**src/kmsd_pkg.sv**
```systemverilog
package kmsd_pkg;

    // Matrix geometry.
    localparam int NUM_COLS = 3;
    localparam int NUM_ROWS = 5;

    localparam int ROW_W   = 5;
    localparam int CODE_W  = 4;
    localparam int DRIVE_W = 3;
    localparam int EVENT_W = 2;
    localparam int COL_W   = (NUM_COLS > 1) ? $clog2(NUM_COLS) : 1;

    // Rows that take part in a scan.
    localparam int SCAN_ROWS = (NUM_ROWS < ROW_W) ? NUM_ROWS : ROW_W;

    // Column drive value with no column pulled low.
    localparam logic [DRIVE_W-1:0] DRIVE_IDLE = DRIVE_W'(((1 << NUM_COLS) - 1) & 7);

    localparam logic [15:0] ELAPSED_MAX = 16'hFFFF;
    localparam logic [7:0]  GAP_MAX     = 8'hFF;
    localparam logic [3:0]  EMPTY_MAX   = 4'hF;

    // Configuration register indexes.
    localparam logic [1:0] CFG_TIMEOUT  = 2'd0;
    localparam logic [1:0] CFG_DEBOUNCE = 2'd1;
    localparam logic [1:0] CFG_POLL     = 2'd2;
    localparam logic [1:0] CFG_RELEASE  = 2'd3;

    // Event codes carried on event_res.
    localparam logic [EVENT_W-1:0] EV_NONE    = 2'd0;
    localparam logic [EVENT_W-1:0] EV_PRESS   = 2'd1;
    localparam logic [EVENT_W-1:0] EV_RELEASE = 2'd2;
    localparam logic [EVENT_W-1:0] EV_TIMEOUT = 2'd3;

    typedef enum logic [2:0] {
        PH_SCAN1 = 3'd0,
        PH_DGAP  = 3'd1,
        PH_SCAN2 = 3'd2,
        PH_PGAP  = 3'd3,
        PH_RSCAN = 3'd4,
        PH_RGAP  = 3'd5
    } phase_t;

    typedef struct packed {
        logic [15:0] wait_limit_ms;
        logic [7:0]  debounce_gap_ms;
        logic [7:0]  poll_gap_ms;
        logic [3:0]  release_samples;
    } cfg_t;

    typedef struct packed {
        logic [DRIVE_W-1:0] col_drive;
        logic [EVENT_W-1:0] event_res;
        logic [CODE_W-1:0]  key_code;
    } result_t;

endpackage

```
**src/kmsd_fsm.sv**
```systemverilog
module kmsd_fsm
    import kmsd_pkg::*;
(
    input  logic             clk,
    input  logic             rst_n,
    input  logic             step,
    input  logic [ROW_W-1:0] row_levels,
    input  logic             ms_pulse,
    input  cfg_t             cfg,
    output result_t          res
);

    phase_t            phase_reg, phase_next;
    logic [COL_W-1:0]  col_reg, col_next;
    logic [CODE_W-1:0] first_code_reg, first_code_next;
    logic [CODE_W-1:0] held_code_reg, held_code_next;
    logic [7:0]        gap_count_reg, gap_count_next;
    logic [15:0]       elapsed_reg, elapsed_next;
    logic [3:0]        empty_count_reg, empty_count_next;

    always_comb
    begin
        logic              hit;
        logic [CODE_W-1:0] hit_code;
        logic [7:0]        gap_inc;
        logic              poll_done;
        logic              rel_done;
        logic [16:0]       elapsed_sum;
        logic [15:0]       elapsed_sat;
        logic [3:0]        need;
        logic [COL_W:0]    col_plus;

        phase_next       = phase_reg;
        col_next         = col_reg;
        first_code_next  = first_code_reg;
        held_code_next   = held_code_reg;
        gap_count_next   = gap_count_reg;
        elapsed_next     = elapsed_reg;
        empty_count_next = empty_count_reg;
        res.event_res    = EV_NONE;
        res.key_code     = '0;
        poll_done        = 1'b0;
        rel_done         = 1'b0;

        // Priority search: the lowest low row wins.
        hit      = 1'b0;
        hit_code = '0;
        for (int r = SCAN_ROWS - 1; r >= 0; r--) begin
            if (!row_levels[r]) begin
                hit      = 1'b1;
                hit_code = CODE_W'(r * NUM_COLS) + CODE_W'(col_reg);
            end
        end

        gap_inc  = gap_count_reg + 8'((ms_pulse && gap_count_reg < GAP_MAX) ? 1 : 0);
        col_plus = {1'b0, col_reg} + (COL_W+1)'(1);

        case (phase_reg)
            PH_SCAN1, PH_SCAN2, PH_RSCAN:
            begin
                if (!hit && col_plus < (COL_W+1)'(NUM_COLS)) begin
                    col_next = col_plus[COL_W-1:0];
                end else if (phase_reg == PH_SCAN1) begin
                    if (!hit) begin
                        gap_count_next = '0;
                        if (cfg.poll_gap_ms == '0) poll_done = 1'b1;
                        else phase_next = PH_PGAP;
                    end else begin
                        first_code_next = hit_code;
                        gap_count_next  = '0;
                        if (cfg.debounce_gap_ms == '0) begin
                            phase_next = PH_SCAN2;
                            col_next   = '0;
                        end else begin
                            phase_next = PH_DGAP;
                        end
                    end
                end else if (phase_reg == PH_SCAN2) begin
                    if (hit && hit_code == first_code_reg) begin
                        held_code_next   = first_code_reg;
                        res.event_res    = EV_PRESS;
                        res.key_code     = first_code_reg;
                        empty_count_next = '0;
                        phase_next       = PH_RSCAN;
                        col_next         = '0;
                    end else begin
                        gap_count_next = '0;
                        if (cfg.poll_gap_ms == '0) poll_done = 1'b1;
                        else phase_next = PH_PGAP;
                    end
                end else begin
                    if (!hit) begin
                        if (empty_count_reg < EMPTY_MAX) empty_count_next = empty_count_reg + 4'd1;
                    end else begin
                        empty_count_next = '0;
                    end
                    gap_count_next = '0;
                    if (cfg.poll_gap_ms == '0) rel_done = 1'b1;
                    else phase_next = PH_RGAP;
                end
            end
            PH_DGAP:
            begin
                gap_count_next = gap_inc;
                if (gap_inc >= cfg.debounce_gap_ms) begin
                    phase_next = PH_SCAN2;
                    col_next   = '0;
                end
            end
            PH_PGAP:
            begin
                gap_count_next = gap_inc;
                poll_done      = (gap_inc >= cfg.poll_gap_ms);
            end
            PH_RGAP:
            begin
                gap_count_next = gap_inc;
                rel_done       = (gap_inc >= cfg.poll_gap_ms);
            end
            default:
            begin
                elapsed_next = '0;
                phase_next   = PH_SCAN1;
                col_next     = '0;
            end
        endcase

        // A failed poll adds its gap to the elapsed time and may time out.
        elapsed_sum = {1'b0, elapsed_reg} + 17'(cfg.poll_gap_ms);
        elapsed_sat = elapsed_sum[16] ? ELAPSED_MAX : elapsed_sum[15:0];
        if (poll_done) begin
            phase_next = PH_SCAN1;
            col_next   = '0;
            if (cfg.wait_limit_ms != '0 && elapsed_sat >= cfg.wait_limit_ms) begin
                res.event_res = EV_TIMEOUT;
                res.key_code  = '0;
                elapsed_next  = '0;
            end else begin
                elapsed_next = elapsed_sat;
            end
        end

        need = (cfg.release_samples == '0) ? 4'd1 : cfg.release_samples;
        if (rel_done) begin
            col_next = '0;
            if (empty_count_next >= need) begin
                res.event_res = EV_RELEASE;
                res.key_code  = held_code_reg;
                elapsed_next  = '0;
                phase_next    = PH_SCAN1;
            end else begin
                phase_next = PH_RSCAN;
            end
        end

        if (phase_next == PH_SCAN1 || phase_next == PH_SCAN2 || phase_next == PH_RSCAN)
            res.col_drive = DRIVE_IDLE & ~(DRIVE_W'(1) << col_next);
        else
            res.col_drive = DRIVE_IDLE;
    end

    always_ff @(posedge clk or negedge rst_n)
    begin
        if (!rst_n) begin
            phase_reg       <= PH_SCAN1;
            col_reg         <= '0;
            first_code_reg  <= '0;
            held_code_reg   <= '0;
            gap_count_reg   <= '0;
            elapsed_reg     <= '0;
            empty_count_reg <= '0;
        end else if (step) begin
            phase_reg       <= phase_next;
            col_reg         <= col_next;
            first_code_reg  <= first_code_next;
            held_code_reg   <= held_code_next;
            gap_count_reg   <= gap_count_next;
            elapsed_reg     <= elapsed_next;
            empty_count_reg <= empty_count_next;
        end
    end

    // The elapsed count moves only when an item is processed.
    a_elapsed_hold: assert property (@(posedge clk) disable iff (!rst_n)
        !step |=> $stable(elapsed_reg))
        else $error("elapsed count changed without a processed item");

    // A press always leads into the release scan.
    a_press_to_rscan: assert property (@(posedge clk) disable iff (!rst_n)
        step && res.event_res == EV_PRESS |=> phase_reg == PH_RSCAN && col_reg == '0)
        else $error("press did not start the release scan");

    // A timeout restarts the press wait with a cleared elapsed count.
    a_timeout_restart: assert property (@(posedge clk) disable iff (!rst_n)
        step && res.event_res == EV_TIMEOUT |=> phase_reg == PH_SCAN1 && elapsed_reg == '0)
        else $error("timeout did not restart the press wait");

    // A release reports the key that was held.
    a_release_code: assert property (@(posedge clk) disable iff (!rst_n)
        step && res.event_res == EV_RELEASE |-> res.key_code == held_code_reg)
        else $error("release reported a key other than the held one");

endmodule

```
**src/keypad_matrix_scan_debounce_top.sv**
```systemverilog
// Channel   | Direction | Handshake                | Payload
// ----------+-----------+--------------------------+----------------------------------------
// in        | input     | in_valid / in_ready      | row_levels[4:0], ms_pulse
// out       | output    | out_valid / out_ready    | col_drive[2:0], event_res[1:0], key_code[3:0]
// cfg       | input     | cfg_valid / cfg_ready    | cfg_index[1:0], cfg_data[15:0]
//
// One request is taken per clock cycle while the output is not stalled; each input
// request gives exactly one result. A request is held in the input register, and
// its result is loaded into the output register when it advances, raising out_valid.
// The scan state machine updates once per request through short combinational logic.
// Reset clears the scan state, the handshake valids and restores register defaults.
// A stalled output holds its result and the input register, which then holds in_ready low.
module keypad_matrix_scan_debounce_top
    import kmsd_pkg::*;
(
    input  logic               clk,
    input  logic               rst_n,

    input  logic               in_valid,
    output logic               in_ready,
    input  logic [ROW_W-1:0]   row_levels,
    input  logic               ms_pulse,

    output logic               out_valid,
    input  logic               out_ready,
    output logic [DRIVE_W-1:0] col_drive,
    output logic [EVENT_W-1:0] event_res,
    output logic [CODE_W-1:0]  key_code,

    input  logic               cfg_valid,
    output logic               cfg_ready,
    input  logic [1:0]         cfg_index,
    input  logic [15:0]        cfg_data
);

    // Configuration registers. Writes must arrive only while the block is idle; it does not check.
    cfg_t cfg_reg;

    // Input register stage.
    logic             in_valid_reg;
    logic [ROW_W-1:0] rows_reg;
    logic             pulse_reg;

    // Output register stage.
    logic    out_valid_reg;
    result_t out_data_reg;
    result_t step_res;

    logic advance;

    // The stored request moves on when the output register is free or is being drained.
    assign advance  = in_valid_reg && (!out_valid_reg || out_ready);
    assign in_ready = !in_valid_reg || advance;
    assign cfg_ready = 1'b1;

    always_ff @(posedge clk or negedge rst_n)
    begin
        if (!rst_n) begin
            cfg_reg.wait_limit_ms   <= 16'd0;
            cfg_reg.debounce_gap_ms <= 8'd8;
            cfg_reg.poll_gap_ms     <= 8'd5;
            cfg_reg.release_samples <= 4'd3;
        end else if (cfg_valid) begin
            case (cfg_index)
                CFG_TIMEOUT:  cfg_reg.wait_limit_ms   <= cfg_data;
                CFG_DEBOUNCE: cfg_reg.debounce_gap_ms <= cfg_data[7:0];
                CFG_POLL:     cfg_reg.poll_gap_ms     <= cfg_data[7:0];
                CFG_RELEASE:  cfg_reg.release_samples <= cfg_data[3:0];
                default:      cfg_reg                 <= cfg_reg;
            endcase
        end
    end

    always_ff @(posedge clk or negedge rst_n)
    begin
        if (!rst_n) begin
            in_valid_reg <= 1'b0;
        end else if (in_ready) begin
            in_valid_reg <= in_valid;
        end
    end

    always_ff @(posedge clk)
    begin
        if (in_valid && in_ready) begin
            rows_reg  <= row_levels;
            pulse_reg <= ms_pulse;
        end
    end

    // The scan state machine advances once for each request leaving the input register.
    kmsd_fsm u_fsm (
        .clk        (clk),
        .rst_n      (rst_n),
        .step       (advance),
        .row_levels (rows_reg),
        .ms_pulse   (pulse_reg),
        .cfg        (cfg_reg),
        .res        (step_res)
    );

    always_ff @(posedge clk or negedge rst_n)
    begin
        if (!rst_n) begin
            out_valid_reg <= 1'b0;
        end else if (advance) begin
            out_valid_reg <= 1'b1;
        end else if (out_ready) begin
            out_valid_reg <= 1'b0;
        end
    end

    always_ff @(posedge clk)
    begin
        if (advance) begin
            out_data_reg <= step_res;
        end
    end

    assign out_valid = out_valid_reg;
    assign col_drive = out_data_reg.col_drive;
    assign event_res = out_data_reg.event_res;
    assign key_code  = out_data_reg.key_code;

endmodule

```
**config.mk**
```make
export PLATFORM = sky130hd
export DESIGN_NAME = keypad_matrix_scan_debounce_top
export DESIGN_NICKNAME = d
export VERILOG_FILES = /design/src/kmsd_pkg.sv /design/src/kmsd_fsm.sv /design/src/keypad_matrix_scan_debounce_top.sv
export SDC_FILE = /design/constraint.sdc
export NUM_CORES = 1
export LEC_CHECK = 0
export BUFFER_PORTS_ARGS = -buffer_cell sky130_fd_sc_hd__buf_2
export CAP_MARGIN = 20
export CORE_MARGIN = 2
export CORE_UTILIZATION = 30
export CTS_BUF_LIST = sky130_fd_sc_hd__clkbuf_8
export DETAILED_ROUTE_END_ITERATION = 16
export PLACE_DENSITY = 0.45
export SETUP_SLACK_MARGIN = 0.02
export SLEW_MARGIN = 25
export SYNTH_ARGS = -nofsm -noshare
export SYNTH_HDL_FRONTEND = slang
export SYNTH_SLANG_ARGS = --single-unit
```
**constraint.sdc**
```tcl
create_clock -name clk -period 4.3 [get_ports clk]
set_input_delay 0.43 -clock clk [delete_from_list [all_inputs] [get_ports clk]]
set_output_delay 0.43 -clock clk [all_outputs]
set_load 0.02 [all_outputs]
```
==> impl_metrics.py <==
metrics = {
    "logic_synthesis": {
        "synth_edf_count": 15,
        "synthFlopType": "dfrtp_1",
        "synth_nets": 688,
        "syn_area_per_cell_um2": 9.65,
        "async_reset_ff_share_pct": 84.0,
        "ys.warnings.count": 0,
        "synth.top_cell.area_share_pct": 31.6,
        "yosysSeqAreaShare_pct": 41.5,
        "synth_area_um2": 5870,
        "ys_ff_latch": 94,
        "syn-instance-count": 608,
        "synth_cell_types": 66,
        "synth.area.top_cells": "dfrtp_1 (32%), ha_1 (11%), edfxtp_1 (7.7%)",
        "synth_largest_area_cell": "dfrtp_1",
    },
    "placed_design": {
        "place_ws_ns": -0.0438,
        "port_buffers": 39,
        "hpwl_um": 11500,
        "place_inst": 910,
        "gp_congestion": 0.865,
        "place_area_um2": 6460,
    },
    "grt": {
        "grt_pass1_wl_um": 24500,
        "grt_overflow": 0,
        "grt_use_total_pct": 15.3,
        "grt_pass1_vias": 4635,
        "antenna_found_initial": 0,
        "grt_max_degree": 48,
    },
    "sta": {
        "finalSetupTns_ns": 0,
        "setup_violations": 0,
        "period_minus_slack_ns": 4.05,
        "rsz0062_at_grt": "false",
        "max_freq_mhz": 247,
        "fin_skew_ns": 0.0172,
        "relSlewSlack_pct": 41.7,
        "drv_slew": 0,
        "finalHoldViolCount": 0,
        "finalCritPeriodShare_pct": 94.1,
        "worstMarginPinSlew_ns": 0.873,
        "setup_slack_ns": 0.253,
    },
    "cts": {
        "cts.sinks": 94,
        "clk_pin_slew_ns": 0.10,
        "postCtsHoldBufs": 0,
        "htreeDepth": 3,
        "clock_latency_ns": 0.38,
        "clockRootBuffer": "clkbuf_8",
        "cts.path.max_buffers": 2,
        "cts_buffers": 9,
        "cts_tree": "yes",
    },
    "setup_path": {
        "cp-end-kind": "flop",
        "startpoint_type": "flop",
        "crit_required_ns": 4.57,
        "reg2reg_slack_ns": 0.25,
        "crit_arrival_ns": 4.32,
        "r2r_start": "u_fsm.elapsed_reg[0]",
        "path_max_fanout": 8,
        "crit_type": "flop to flop",
        "rr_endpoint": "u_fsm.elapsed_reg[12]",
        "r2r_cells": 17,
    },
    "routing": {
        "finalWirelength_um": 14900,
        "first_iter_violations": 391,
        "via_per_inst": 4.97,
        "post-route-drc-count": 0,
        "num_vias": 4613,
        "wire_per_inst_um": 16.1,
        "ant_nets": 0,
        "dr.pass1.iters": 5,
    },
    "final_layout": {
        "final_cells": 928,
        "drive_above_1_share_pct": 21.4,
        "nNetsFinal": 738,
        "fin_area_um2": 6820,
        "final_core_util_pct": 35.3,
        "num_antenna_cells": 0,
        "largest_register_ffs": 36,
        "syn_to_final_growth_pct": 16.3,
    },
    "floorplan": {
        "io_pins": 41,
        "dieWidth_um": 144,
        "core-area_um2": 19300,
        "die_y_um": 144,
        "die-area_um2": 20700,
        "start_util_pct": 30.3,
        "fp-row-count": 51,
    },
    "pwr": {
        "power.density_nw_per_um2": 409,
        "ir_drop_mv": 0.168,
        "p_leak_nw": 3.13,
    },
    "run": {
        "cap_violations": 0,
    },
    "status": {
        "status": "completed",
    },
    "min_path": {
        "hp-class": "input pin to async pin",
    },
}
per-stage QoR:
stage          total power [mW]  hold slack [ns]
3_3_place_gp               2.00            0.476
2_1_floorplan              1.75            0.134
3_5_place_dp               2.02            0.496
4_1_cts                    2.81           0.0823
6_report                   2.79           0.0614
5_1_grt                    3.00            0.104
synth_stat cells (all sizes together) (2+ instances only):
master / count
dfrtp: 74
nand2: 65
o21ai: 56
ha: 50
inv: 48
a21oi: 31
mux2: 28
nand3: 23
nor2: 19
a22o: 15
edfxtp: 15
nand2b: 14
clkbuf: 13
a21o: 12
a31oi: 11
nand4: 9
nor4: 9
a211oi: 8
buf: 8
or2: 8
and3: 7
xnor2: 7
nor3: 6
o21a: 6
xor2: 6
dfstp: 5
nand3b: 5
nor2b: 4
nor3b: 4
o31ai: 4
or3: 4
a31o: 3
and2: 3
o211ai: 3
o21bai: 3
a22oi: 2
a41o: 2
a41oi: 2
and4: 2
o32ai: 2
routing by layer:
metal	global-route usage (%)	share of wire (%)	vias to the layer above	wire (um)
met2	25.7	48	69	7190
met5	0	0	-	0
li1	-	-	2306	-
met4	3.77	0.95	0	142
met1	20.6	48	2230	7140
met3	2.67	2.9	8	431
where the power goes:
group          total (mW)  internal (mW)  switching, mW  leakage, nW
clock network       0.777          0.443          0.334        0.135
registers            1.18           1.04          0.144         1.14
logic               0.831          0.369          0.462         1.85
what timing repair did:
action                                  4_1_cts  5_1_grt
endpoints found under the setup margin       12       23
pin swaps                                     0        1
gates cloned                                  0        1
resized for setup                             4       15
setup buffers                                 0        1
cells in the final DEF, fill, tap and decap left out, drive strengths merged, types with 9 or more instances in the layout:
master / n
dfrtp: 74
nand2: 65
buf: 59
o21ai: 56
ha: 50
inv: 49
a21oi: 31
mux2: 28
nand3: 23
nor2: 19
a22o: 15
edfxtp: 15
nand2b: 14
a21o: 12
a31oi: 11
nand4: 9
nor4: 9
clkbuf: 9
worst max-delay path by stage:
stage	startpoint	endpoint	depth (start not counted)
floorplan	cfg_reg[4]	u_fsm.elapsed_reg[10]	20
global placement	u_fsm.elapsed_reg[0]	event_res[1]	16
detailed placement	u_fsm.elapsed_reg[0]	u_fsm.elapsed_reg[12]	17
CTS	u_fsm.elapsed_reg[0]	u_fsm.elapsed_reg[3]	17
global route	u_fsm.elapsed_reg[0]	u_fsm.elapsed_reg[12]	17
finish	u_fsm.elapsed_reg[0]	u_fsm.elapsed_reg[12]	17
cells by family after synthesis:
logic type,after synthesis,synth area share [%]
compound gates,167,19.2
mux,28,5.37
simple gates,185,16.1
flops,94,41.5
xor+xnor,13,1.94
buf+inv,69,4.84
other cells,1,0.0639
fa+ha+maj,51,11.0
worst max-delay path, cell delays in order, from the launching register on:
cell	delay, ns
dfrtp_1	0.41
ha_1	0.22
fa_1	0.41
a21oi_1	0.17
nor2_1	0.05
nor2_1	0.15
o21ai_1	0.15
o221a_4	0.30
nand3_1	0.11
mux2_2	0.36
ha_1	0.30
nand4_1	0.11
a2111oi_2	0.24
o311a_1	0.24
o21ai_2	0.09
o211ai_4	0.17
clkinvlp_4	0.24
a22o_1	0.22
layout make-up:
type	count	area [um^2]
Tap cell	265	332
Clock inverter	7	138
Inverter	48	183
Fill cell	1968	12500
Clock buffer	9	124
Timing Repair Buffer	59	373
Sequential cell	94	2430
Timing Repair inverter	1	7.51
Multi-Input combinational cell	445	3230
Power figures use the tool's default switching activity.
